--- src/design/key_press_classifier_defines.svh ---
// key_press_classifier_defines.svh: assertion macros for the key classifier RTL, used by kpc_core.
// No dependencies; expects i_clk and i_rst_n in the including module.
`ifndef KEY_PRESS_CLASSIFIER_DEFINES_SVH
`define KEY_PRESS_CLASSIFIER_DEFINES_SVH

// Same-cycle implication, sampled on i_clk, off during reset.
`define KPC_ASSERT_NOW(label, ante, cons, msg) \
    label: assert property (@(posedge i_clk) disable iff (!i_rst_n) (ante) |-> (cons)) \
        else $error(msg);

// Next-cycle implication, sampled on i_clk, off during reset.
`define KPC_ASSERT_NEXT(label, ante, cons, msg) \
    label: assert property (@(posedge i_clk) disable iff (!i_rst_n) (ante) |=> (cons)) \
        else $error(msg);

`endif

--- src/design/kpc_pkg.sv ---
// kpc_pkg.sv: types, constants and the key priority encoder for the key classifier.
// No dependencies.
`default_nettype none

package kpc_pkg;

    localparam int KEY_W        = 7;
    localparam int ID_W         = 3;
    localparam int EV_W         = 2;
    localparam int DEB_W        = 8;
    localparam int TICK_W       = 16;
    localparam int CFG_IDX_W    = 1;
    localparam int CFG_DATA_W   = 16;
    localparam int NUM_KEYS_DEF = 7;

    localparam logic [DEB_W-1:0]  DEBOUNCE_RESET = 8'd5;
    localparam logic [TICK_W-1:0] HOLD_RESET     = 16'd1600;
    localparam logic [TICK_W-1:0] TICK_MAX       = 16'hFFFF;

    // configuration register indexes
    localparam logic [CFG_IDX_W-1:0] CFG_DEBOUNCE = 1'b0;
    localparam logic [CFG_IDX_W-1:0] CFG_HOLD     = 1'b1;

    // event codes
    localparam logic [EV_W-1:0] EV_NONE     = 2'd0;
    localparam logic [EV_W-1:0] EV_SHORT    = 2'd1;
    localparam logic [EV_W-1:0] EV_HOLD     = 2'd2;
    localparam logic [EV_W-1:0] EV_HOLD_END = 2'd3;

    localparam logic [ID_W-1:0] KEY_NONE = 3'd0;

    typedef struct packed {
        logic [DEB_W-1:0]  debounce_ticks;
        logic [TICK_W-1:0] hold_ticks;
    } t_kpc_cfg;

    typedef struct packed {
        logic [EV_W-1:0] event_code;
        logic [ID_W-1:0] key_id;
    } t_kpc_result;

    // lowest pressed bit wins; returns key id 1..7, 0 when nothing pressed
    function automatic logic [ID_W-1:0] first_pressed(input logic [KEY_W-1:0] pressed);
        logic [ID_W-1:0] id;
        id = KEY_NONE;
        for (int i = KEY_W - 1; i >= 0; i--) begin
            if (pressed[i]) begin
                id = ID_W'(i + 1);
            end
        end
        return id;
    endfunction

endpackage

`default_nettype wire

--- src/design/key_press_classifier.sv ---
// key_press_classifier.sv: top level; stream handshake, input and result registers, config.
// Depends on kpc_pkg, kpc_core and key_press_classifier_defines.svh (through kpc_core).
`default_nettype none

// Key press classifier. Each request on the slave stream carries one scan tick:
// the active-low levels of up to seven keys (bit 0 up, then down, left, right,
// center, next, bit 6 last). Every tick gives exactly one result on the master
// stream: an event code (none, short press, holding, hold released) and the key
// id, which is zero when there is no event. A key that stays low for
// debounce_ticks ticks is latched, lowest bit first; releasing it before
// hold_ticks gives a short press, otherwise a holding event comes every tick
// from hold_ticks on and the release gives a hold-released event. The tick
// counter saturates at 65535. If every key is up when the debounce count runs
// out the scanner goes back to idle with no event.
// Rate: one tick per clock cycle sustained while the master side takes every result.
// A tick goes into the input register, then the state update and classification
// run combinationally into the result register, so a result is valid on the
// master stream once its tick has passed the input and result registers. While
// a result waits on i_m_tready the input register still takes one more tick, then
// the slave side stalls until the result is taken.
// Configuration: register 0 is debounce_ticks (8 bit, reset 5), register 1 is
// hold_ticks (16 bit, reset 1600); write them only while no tick is in flight.
module key_press_classifier
    import kpc_pkg::*;
#(
    parameter int NUM_KEYS = NUM_KEYS_DEF
) (
    input  wire logic                  i_clk,
    input  wire logic                  i_rst_n,
    // slave stream: tdata[6:0] keys_level, tdata[7] zero
    input  wire logic                  i_s_tvalid,
    output logic                       o_s_tready,
    input  wire logic [7:0]            i_s_tdata,
    // master stream: tdata[1:0] event_code, tdata[4:2] key_id, tdata[7:5] zero
    output logic                       o_m_tvalid,
    input  wire logic                  i_m_tready,
    output logic [7:0]                 o_m_tdata,
    // configuration write channel
    input  wire logic                  i_cfg_valid,
    output logic                       o_cfg_ready,
    input  wire logic [CFG_IDX_W-1:0]  i_cfg_index,
    input  wire logic [CFG_DATA_W-1:0] i_cfg_data
);

    // input register
    logic             r_in_valid;
    logic [KEY_W-1:0] r_in_keys;

    // result register
    logic             r_out_valid;
    t_kpc_result      r_out;

    t_kpc_cfg         r_cfg;
    t_kpc_result      result;
    logic             step;

    // a tick moves on when the result register is free or being emptied
    assign step       = r_in_valid && (!r_out_valid || i_m_tready);
    assign o_s_tready = !r_in_valid || step;

    assign o_cfg_ready = 1'b1;

    always_ff @(posedge i_clk) begin
        if (!i_rst_n) begin
            r_cfg <= '{debounce_ticks: DEBOUNCE_RESET, hold_ticks: HOLD_RESET};
        end else if (i_cfg_valid) begin
            case (i_cfg_index)
                CFG_DEBOUNCE: r_cfg.debounce_ticks <= i_cfg_data[DEB_W-1:0];
                CFG_HOLD:     r_cfg.hold_ticks     <= i_cfg_data[TICK_W-1:0];
                default:      r_cfg                <= r_cfg;
            endcase
        end
    end

    always_ff @(posedge i_clk) begin
        if (!i_rst_n) begin
            r_in_valid <= 1'b0;
        end else if (o_s_tready) begin
            r_in_valid <= i_s_tvalid;
        end
    end

    always_ff @(posedge i_clk) begin
        if (o_s_tready && i_s_tvalid) begin
            r_in_keys <= i_s_tdata[KEY_W-1:0];
        end
    end

    kpc_core #(
        .NUM_KEYS (NUM_KEYS)
    ) u_core (
        .i_clk        (i_clk),
        .i_rst_n      (i_rst_n),
        .i_step       (step),
        .i_keys_level (r_in_keys),
        .i_cfg        (r_cfg),
        .o_result     (result)
    );

    always_ff @(posedge i_clk) begin
        if (!i_rst_n) begin
            r_out_valid <= 1'b0;
        end else if (step) begin
            r_out_valid <= 1'b1;
        end else if (i_m_tready) begin
            r_out_valid <= 1'b0;
        end
    end

    always_ff @(posedge i_clk) begin
        if (step) begin
            r_out <= result;
        end
    end

    assign o_m_tvalid = r_out_valid;
    assign o_m_tdata  = {3'b000, r_out.key_id, r_out.event_code};

endmodule

`default_nettype wire

--- src/design/kpc_core.sv ---
// kpc_core.sv: scan state (phase, tick counter, latched key) and per-tick classification.
// Depends on kpc_pkg and key_press_classifier_defines.svh.
`default_nettype none
`include "key_press_classifier_defines.svh"

module kpc_core
    import kpc_pkg::*;
#(
    parameter int NUM_KEYS = NUM_KEYS_DEF
) (
    input  wire logic               i_clk,
    input  wire logic               i_rst_n,
    input  wire logic               i_step,
    input  wire logic [KEY_W-1:0]   i_keys_level,
    input  wire t_kpc_cfg           i_cfg,
    output t_kpc_result             o_result
);

    typedef enum logic [1:0] {
        PH_IDLE     = 2'd0,
        PH_DEBOUNCE = 2'd1,
        PH_LATCHED  = 2'd2
    } t_phase;

    localparam logic [KEY_W-1:0] KEY_MASK = KEY_W'((1 << NUM_KEYS) - 1);

    t_phase            r_phase, n_phase;
    logic [TICK_W-1:0] r_ticks, n_ticks;
    logic [ID_W-1:0]   r_key,   n_key;

    logic [KEY_W-1:0]  pressed;
    logic              any_down;

    assign pressed  = ~i_keys_level & KEY_MASK;
    assign any_down = |pressed;

    always_comb begin
        n_phase  = r_phase;
        n_ticks  = r_ticks;
        n_key    = r_key;
        o_result = '{event_code: EV_NONE, key_id: KEY_NONE};

        if (n_phase == PH_IDLE && any_down) begin
            n_phase = PH_DEBOUNCE;
        end

        if (n_phase != PH_IDLE) begin
            if (n_ticks != TICK_MAX) begin
                n_ticks = n_ticks + 1'b1;
            end

            if (n_phase == PH_DEBOUNCE && n_ticks >= TICK_W'(i_cfg.debounce_ticks)) begin
                if (any_down) begin
                    n_key   = first_pressed(pressed);
                    n_phase = PH_LATCHED;
                end else begin
                    // key gone before debounce end: drop it silently
                    n_phase = PH_IDLE;
                    n_ticks = '0;
                    n_key   = KEY_NONE;
                end
            end

            if (n_phase == PH_LATCHED && !any_down && n_ticks < i_cfg.hold_ticks) begin
                o_result = '{event_code: EV_SHORT, key_id: n_key};
                n_phase  = PH_IDLE;
                n_ticks  = '0;
                n_key    = KEY_NONE;
            end

            if (n_phase == PH_LATCHED && n_ticks >= i_cfg.hold_ticks) begin
                if (any_down) begin
                    o_result = '{event_code: EV_HOLD, key_id: n_key};
                end else begin
                    o_result = '{event_code: EV_HOLD_END, key_id: n_key};
                    n_phase  = PH_IDLE;
                    n_ticks  = '0;
                    n_key    = KEY_NONE;
                end
            end
        end
    end

    always_ff @(posedge i_clk) begin
        if (!i_rst_n) begin
            r_phase <= PH_IDLE;
            r_ticks <= '0;
            r_key   <= KEY_NONE;
        end else if (i_step) begin
            r_phase <= n_phase;
            r_ticks <= n_ticks;
            r_key   <= n_key;
        end
    end

    `KPC_ASSERT_NOW(a_idle_clear, r_phase == PH_IDLE, r_ticks == '0 && r_key == KEY_NONE, "idle with live counter or key")
    `KPC_ASSERT_NOW(a_latched_key, r_phase == PH_LATCHED, r_key != KEY_NONE, "latched without a key")
    `KPC_ASSERT_NOW(a_event_key, i_step, (o_result.event_code == EV_NONE) == (o_result.key_id == KEY_NONE), "event and key id disagree")
    `KPC_ASSERT_NEXT(a_release_idle, i_step && (o_result.event_code == EV_SHORT || o_result.event_code == EV_HOLD_END), r_phase == PH_IDLE, "release did not return to idle")

endmodule

`default_nettype wire

--- config.mk ---
export PLATFORM = sky130hd
export DESIGN_NAME = key_press_classifier
export DESIGN_NICKNAME = d
export VERILOG_FILES = /design/src/design/kpc_pkg.sv /design/src/design/key_press_classifier.sv /design/src/design/kpc_core.sv
export VERILOG_INCLUDE_DIRS = /design/src /design/src/design
export SDC_FILE = /design/constraint.sdc
export NUM_CORES = 1
export LEC_CHECK = 0
export BUFFER_PORTS_ARGS = -buffer_cell sky130_fd_sc_hd__buf_2
export CAP_MARGIN = 20
export CORE_ASPECT_RATIO = 1.25
export CORE_MARGIN = 2
export CORE_UTILIZATION = 55
export CTS_CLUSTER_DIAMETER = 40
export CTS_CLUSTER_SIZE = 16
export DETAILED_ROUTE_END_ITERATION = 6
export PLACE_DENSITY = 0.85
export SKIP_CTS_REPAIR_TIMING = 1
export SLEW_MARGIN = 20
export SYNTH_ARGS = -nofsm -noshare
export SYNTH_HDL_FRONTEND = slang
export SYNTH_HIERARCHICAL = 1
export SYNTH_SLANG_ARGS = --single-unit
--- constraint.sdc ---
create_clock -name i_clk -period 7.54 [get_ports i_clk]
set_input_delay 0 -clock i_clk [delete_from_list [all_inputs] [get_ports i_clk]]
set_output_delay 0 -clock i_clk [all_outputs]
set_load 0.02 [all_outputs]
# Yosys cells after proc, flatten, opt, wreduce, memory -nomap -nowiden
# Index checks and enable logic that the tools add are counted.
[totals]
register_bits = 59
[classes]
n_bitwise = 2
n_addsub = 1
mux = 35
eq_ne = 4
n_lt_le_gt_ge = 3
n_reduce_logical = 19
[op_table]
columns = ["operator", "n"]
rows = [
  ["$mux 16", 9],
  ["$mux 3", 12],
  ["$mux 2", 9],
  ["$add 16x1->16 const B", 1],
  ["$ge 16x16->1", 1],
  ["$ge 16x8->1", 1],
  ["$lt 16x16->1", 1],
  ["$ne 16x16->1 const B", 1],
  ["$mux 4", 2],
  ["$logic_and 1x1->1", 7],
  ["$not 7->7", 1],
  ["$reduce_or 7->1", 1],
  ["$reduce_and 2->1", 3],
  ["$mux 5", 1],
  ["$eq 2x2->1 const B", 2],
  ["$reduce_bool 2->1", 2],
  ["$logic_not 1->1", 3],
  ["$eq 2x1->1 const B", 1],
  ["$logic_not 2->1", 1],
  ["$logic_or 1x1->1", 2],
  ["$mux 1", 2],
  ["$not 1->1", 1],
]

# Depth between registers and ports, before layout
[depth]
depth_word = 19
depth_mapped = 31
mapped_depth_nobuf = 28

# By module
# The synthesis kept the hierarchy.
[by_module_without_submodules]
columns = ["mod", "cells_each", "area_per_inst_um2", "n_inst", "seq_area_each_um2"]
rows = [
  ["kpc_core", 345, 2730.1, 1, 420.4],
  ["key_press_classifier", 130, 1463.9, 1, 880.8],
]

# Worst setup path after synthesis
# OpenSTA, ideal clock, no wires.
[synth_timing]
kind = "register -> register"
startpoint = "register u_core.r_ticks[1]"
endpoint = "register u_core.r_key[0]"
slack_ps = 1219
arrival_ps = 6199
t_required_ps = 7418
path_buffers = 3
stages_incl_launch_ff = 31
cell_sequence = "dfxtp_1 ha_1 nand3_1 nor4_4 nor2_1 nand3_1 xnor2_1 ha_1 a21oi_1 o21ai_0 a221o_1 nor3_4 a31oi_2 buf_6 nor2b_4 ha_1 a211oi_1 nor2_1 o31a_1 a311oi_2 buf_4 clkbuf_1 nor2b_1 ha_1 nand2_1 nor2_1 o211ai_1 o21ai_0 a21oi_2 and3_1 a221o_1"
[synth_via]
elab_chain_cells = 15
word_cells_on_any_way = 26
[synth_lines]
columns = ["element", "line_no", "rtl"]
rows = [
  ["from (decl)", "kpc_core.sv:28", "logic [TICK_W-1:0] r_ticks, n_ticks;"],
  ["from (signal assigned)", "kpc_core.sv:91", "r_ticks <= n_ticks;"],
  ["$add 16x1->16 / $ne 16x16->1 (equally long branches)", "kpc_core.sv:49, kpc_core.sv:48", ""],
  ["$mux 16 *", "kpc_core.sv:48", "if (n_ticks != TICK_MAX) begin"],
  ["$mux 16 *", "kpc_core.sv:47", "if (n_phase != PH_IDLE) begin"],
  ["branches (longest 11 deep; another with $ge 16x8->1)", "--", ""],
  ["$mux 3 *", "kpc_core.sv:71", "if (n_phase == PH_LATCHED && n_ticks >= i_cfg.hold_ticks) begin"],
  ["to (signal assigned)", "kpc_core.sv:92", "r_key <= n_key;"],
  ["to (decl)", "kpc_core.sv:29", "logic [ID_W-1:0] r_key, n_key;"],
]
# Every way passes the cells marked *. The select of a mux whose other input is x is not followed.
# A chain may end at the register's enable or synchronous reset.

# Worst setup path after layout
[layout_timing]
startpoint = "register u_core.r_ticks[1]"
endpoint = "register u_core.r_ticks[11]"
[layout_via]
elab_chain_cells = 15
word_cells_on_any_way = 24
[layout_lines]
columns = ["element", "line_no"]
rows = [
  ["$add 16x1->16 / $ne 16x16->1 (equally long branches)", "kpc_core.sv:49, kpc_core.sv:48"],
  ["$mux 16 *", "kpc_core.sv:48"],
  ["$mux 16 *", "kpc_core.sv:47"],
  ["branches (longest 11 deep; another with $ge 16x8->1)", "--"],
  ["$mux 16 *", "kpc_core.sv:71"],
]
# Marks and branches as above.

==> impl_metrics.env <==
export IMPL_status="finished clean"
export IMPL_p_leak_nw=2.09
export IMPL_async_flop_share_pct=0
export IMPL_p_total_w=0.000756
export IMPL_firstDrtPassIters=5
export IMPL_rsz0062_at_grt="no"
export IMPL_ys_flop_type="dfxtp_1"
export IMPL_setup_worst_path_start="u_core/r_ticks[1]"
export IMPL_ys_ff_latch=59
export IMPL_ant_nets=0
export IMPL_seq_area_frac_synth_pct=31.0
export IMPL_netlist_instances=475
export IMPL_synth_top_area_share_pct=22.4
export IMPL_timing_rr_end="u_core/r_ticks[11]"
export IMPL_cts_root_buf="clkbuf_8"
export IMPL_maxSlewViolCount=0
export IMPL_whs_path_depth=3
export IMPL_cts_buffer_depth=2
export IMPL_period_needed_ns=7.03
export IMPL_die_w_um=82.1
export IMPL_synth_edf_count=12
export IMPL_yosys_area_top_type="dfxtp_1"
export IMPL_setup_tns_ns=0
export IMPL_reg2reg_slack_ns=0.51
export IMPL_gr_total_overflow=0
export IMPL_syn_cell_area_um2=4190
export IMPL_end_kind="flop"
export IMPL_vias=3753
export IMPL_htreeDepth=3
export IMPL_relSlewSlack_pct=24.7
export IMPL_nFillCells=545
export IMPL_die_area_um2=8340
export IMPL_syn_area_per_cell_um2=8.83
export IMPL_hold_violations=0
export IMPL_io_pins=41
export IMPL_grt_pass1_vias=3484
export IMPL_hold_path_class="input port to flop"
export IMPL_post_route_drc_count=0
export IMPL_wl_um=10000
export IMPL_cts_buffers=9
export IMPL_synth_most_common_cell="dfxtp_1"
export IMPL_grt_max_degree=46
export IMPL_p_per_area_nw_per_um2=156
export IMPL_die_h_um=102
export IMPL_first_iter_violations=325
export IMPL_crit_top_cell="ha_1"
export IMPL_fmax_ghz=0.142
export IMPL_start_kind="flop"
export IMPL_grt_pass1_wl_um=16000
export IMPL_ys_types=66
export IMPL_path_max_fanout=20
export IMPL_skew_ns=0.00767
export IMPL_worst_r2r_path_depth=29
export IMPL_worstPathRequired_ns=7.82
export IMPL_min_delay_start="i_m_tready"
export IMPL_area_delta_synth_final_pct=15.5
export IMPL_min_period_over_period_pct=93.2
export IMPL_cp_slowest_cell="a2111oi_0"
export IMPL_vdd_drop_max_uv=110
export IMPL_drive_gt1_share_pct=17.5
export IMPL_worstPathArrival_ns=7.31
export IMPL_ys_warn_count=6
export IMPL_tightest_slew_ns=1.12
export IMPL_synth_area_leaders="dfxtp_1 (22%), ha_1 (12%), edfxtp_1 (8.6%)"
export IMPL_crit_type="flop to flop"
export IMPL_cap_violations=0
export IMPL_path_clk_slew_ns=0.07
export IMPL_synth_common_cells="dfxtp_1 (47), nand2_1 (44), ha_1 (40)"
export IMPL_nets=596
export IMPL_start_util_pct=56.7
export IMPL_track_usage_pct=24.5
export IMPL_hpwl_um=6960
export IMPL_wl_per_cell_um=16.1
export IMPL_setup_violations=0
export IMPL_core_um2=7400
export IMPL_numClockSinks=59
export IMPL_cpPeakStageDelay_ns=0.48
export IMPL_reg2reg_from="u_core/r_ticks[1]"
export IMPL_portBuffers=35
export IMPL_diodes=0
export IMPL_cts_tree="done"
export IMPL_min_to="r_in_valid"
export IMPL_place_congestion=0.882
export IMPL_viasPerCell=6.02
export IMPL_antenna_found_initial=0
export IMPL_row_count=35
export IMPL_clk_latency_ns=0.34
-- metal layers --
metal  global-route usage (%)  wire (µm)
met1                     32.0       4270
met2                     39.6       4920
met3                     4.99        484
met4                     8.97        340
met5                        0          0
-- cell type report --
| class | instances | area [µm²] | area share [%] |
|---|---|---|---|
| Clock buffer | 9 | 124 | 2.56 |
| Timing Repair Buffer | 66 | 480 | 9.92 |
| Tap cell | 92 | 115 | 2.38 |
| Inverter | 36 | 135 | 2.79 |
| Clock inverter | 7 | 91.3 | 1.89 |
| Sequential cell | 59 | 1300 | 26.9 |
| Multi-Input combinational cell | 354 | 2600 | 53.6 |
-- sequential cells by signal (all words and copies together), names as in the netlist --
register        count
o_m_tdata           5
r_in_keys           7
r_in_valid          1
u_core/r_phase      2
r_cfg              24
u_core/r_key        3
o_m_tvalid          1
u_core/r_ticks     16
-- metrics by stage --
| step | instances | hold WS [ns] | area, µm² | utilization (%) | setup slack [ns] |
|---|---|---|---|---|---|
| floorplan | 477 | 0.0989 | 4200 | - | 1.22 |
| global placement | 581 | 0.177 | 4360 | 59.0 | 0.540 |
| detailed placement | 581 | 0.179 | 4360 | 59.0 | 0.360 |
| CTS | 597 | -0.182 | 4580 | 61.9 | 0.318 |
| global route | 623 | 0.0190 | 4840 | 65.4 | 0.0374 |
| finish | 623 | 0.00480 | 4840 | 65.4 | 0.511 |
-- logic make-up after synthesis --
logic type | Yosys count | share of synthesized area [%]
DFF | 59 | 31.0
AOI/OAI and AO/OA | 101 | 18.3
xor gates and xnor gates | 11 | 2.30
muxes | 17 | 4.18
and+or+nand+nor | 181 | 24.7
buffers and inverters | 64 | 7.46
adders and majority gates | 40 | 11.9
other | 2 | 0.179
-- cells in the final DEF, fill, tap and decap left out, types with 9 or more instances in the layout --
cell type      instances
a21oi_1               20
a22o_1                13
buf_2                 35
clkbuf_8               9
dfxtp_1               47
dlygate4sd3_1         24
edfxtp_1              12
ha_1                  40
inv_1                 36
mux2i_1               16
nand2_1               44
nand3_1               20
nand4_1               22
nor2_1                23
nor2b_1               11
nor3_1                12
o21ai_0               12
-- worst max-delay path by stage --
stage                         endpoint  slack, ns  cells past startpoint
finish              u_core/r_ticks[11]       0.51                     29
global route        u_core/r_ticks[11]       0.04                     29
CTS                 u_core/r_ticks[11]       0.32                     27
detailed placement   u_core/r_ticks[7]       0.36                     27
global placement     u_core/r_ticks[7]       0.54                     27
floorplan              u_core/r_key[0]       1.22                     30
-- power breakdown --
| part | switching (W) | internal (W) | leakage (nW) | total [W] |
|---|---|---|---|---|
| registers | 0.00000838 | 0.000335 | 0.499 | 0.000343 |
| logic | 0.0000551 | 0.0000421 | 1.48 | 0.0000971 |
| clock network | 0.000130 | 0.000185 | 0.111 | 0.000316 |
-- worst max-delay path, delay by kind of cell, from the launching register on --
family	cells	cell delay, ns
adders and majority gates	4	1.08
xor gates and xnor gates	1	0.15
DFF	1	0.40
AOI/OAI and AO/OA	13	3.11
and+or+nand+nor	8	1.44
buffers and inverters	3	0.77
Power figures use the tool's default switching activity.
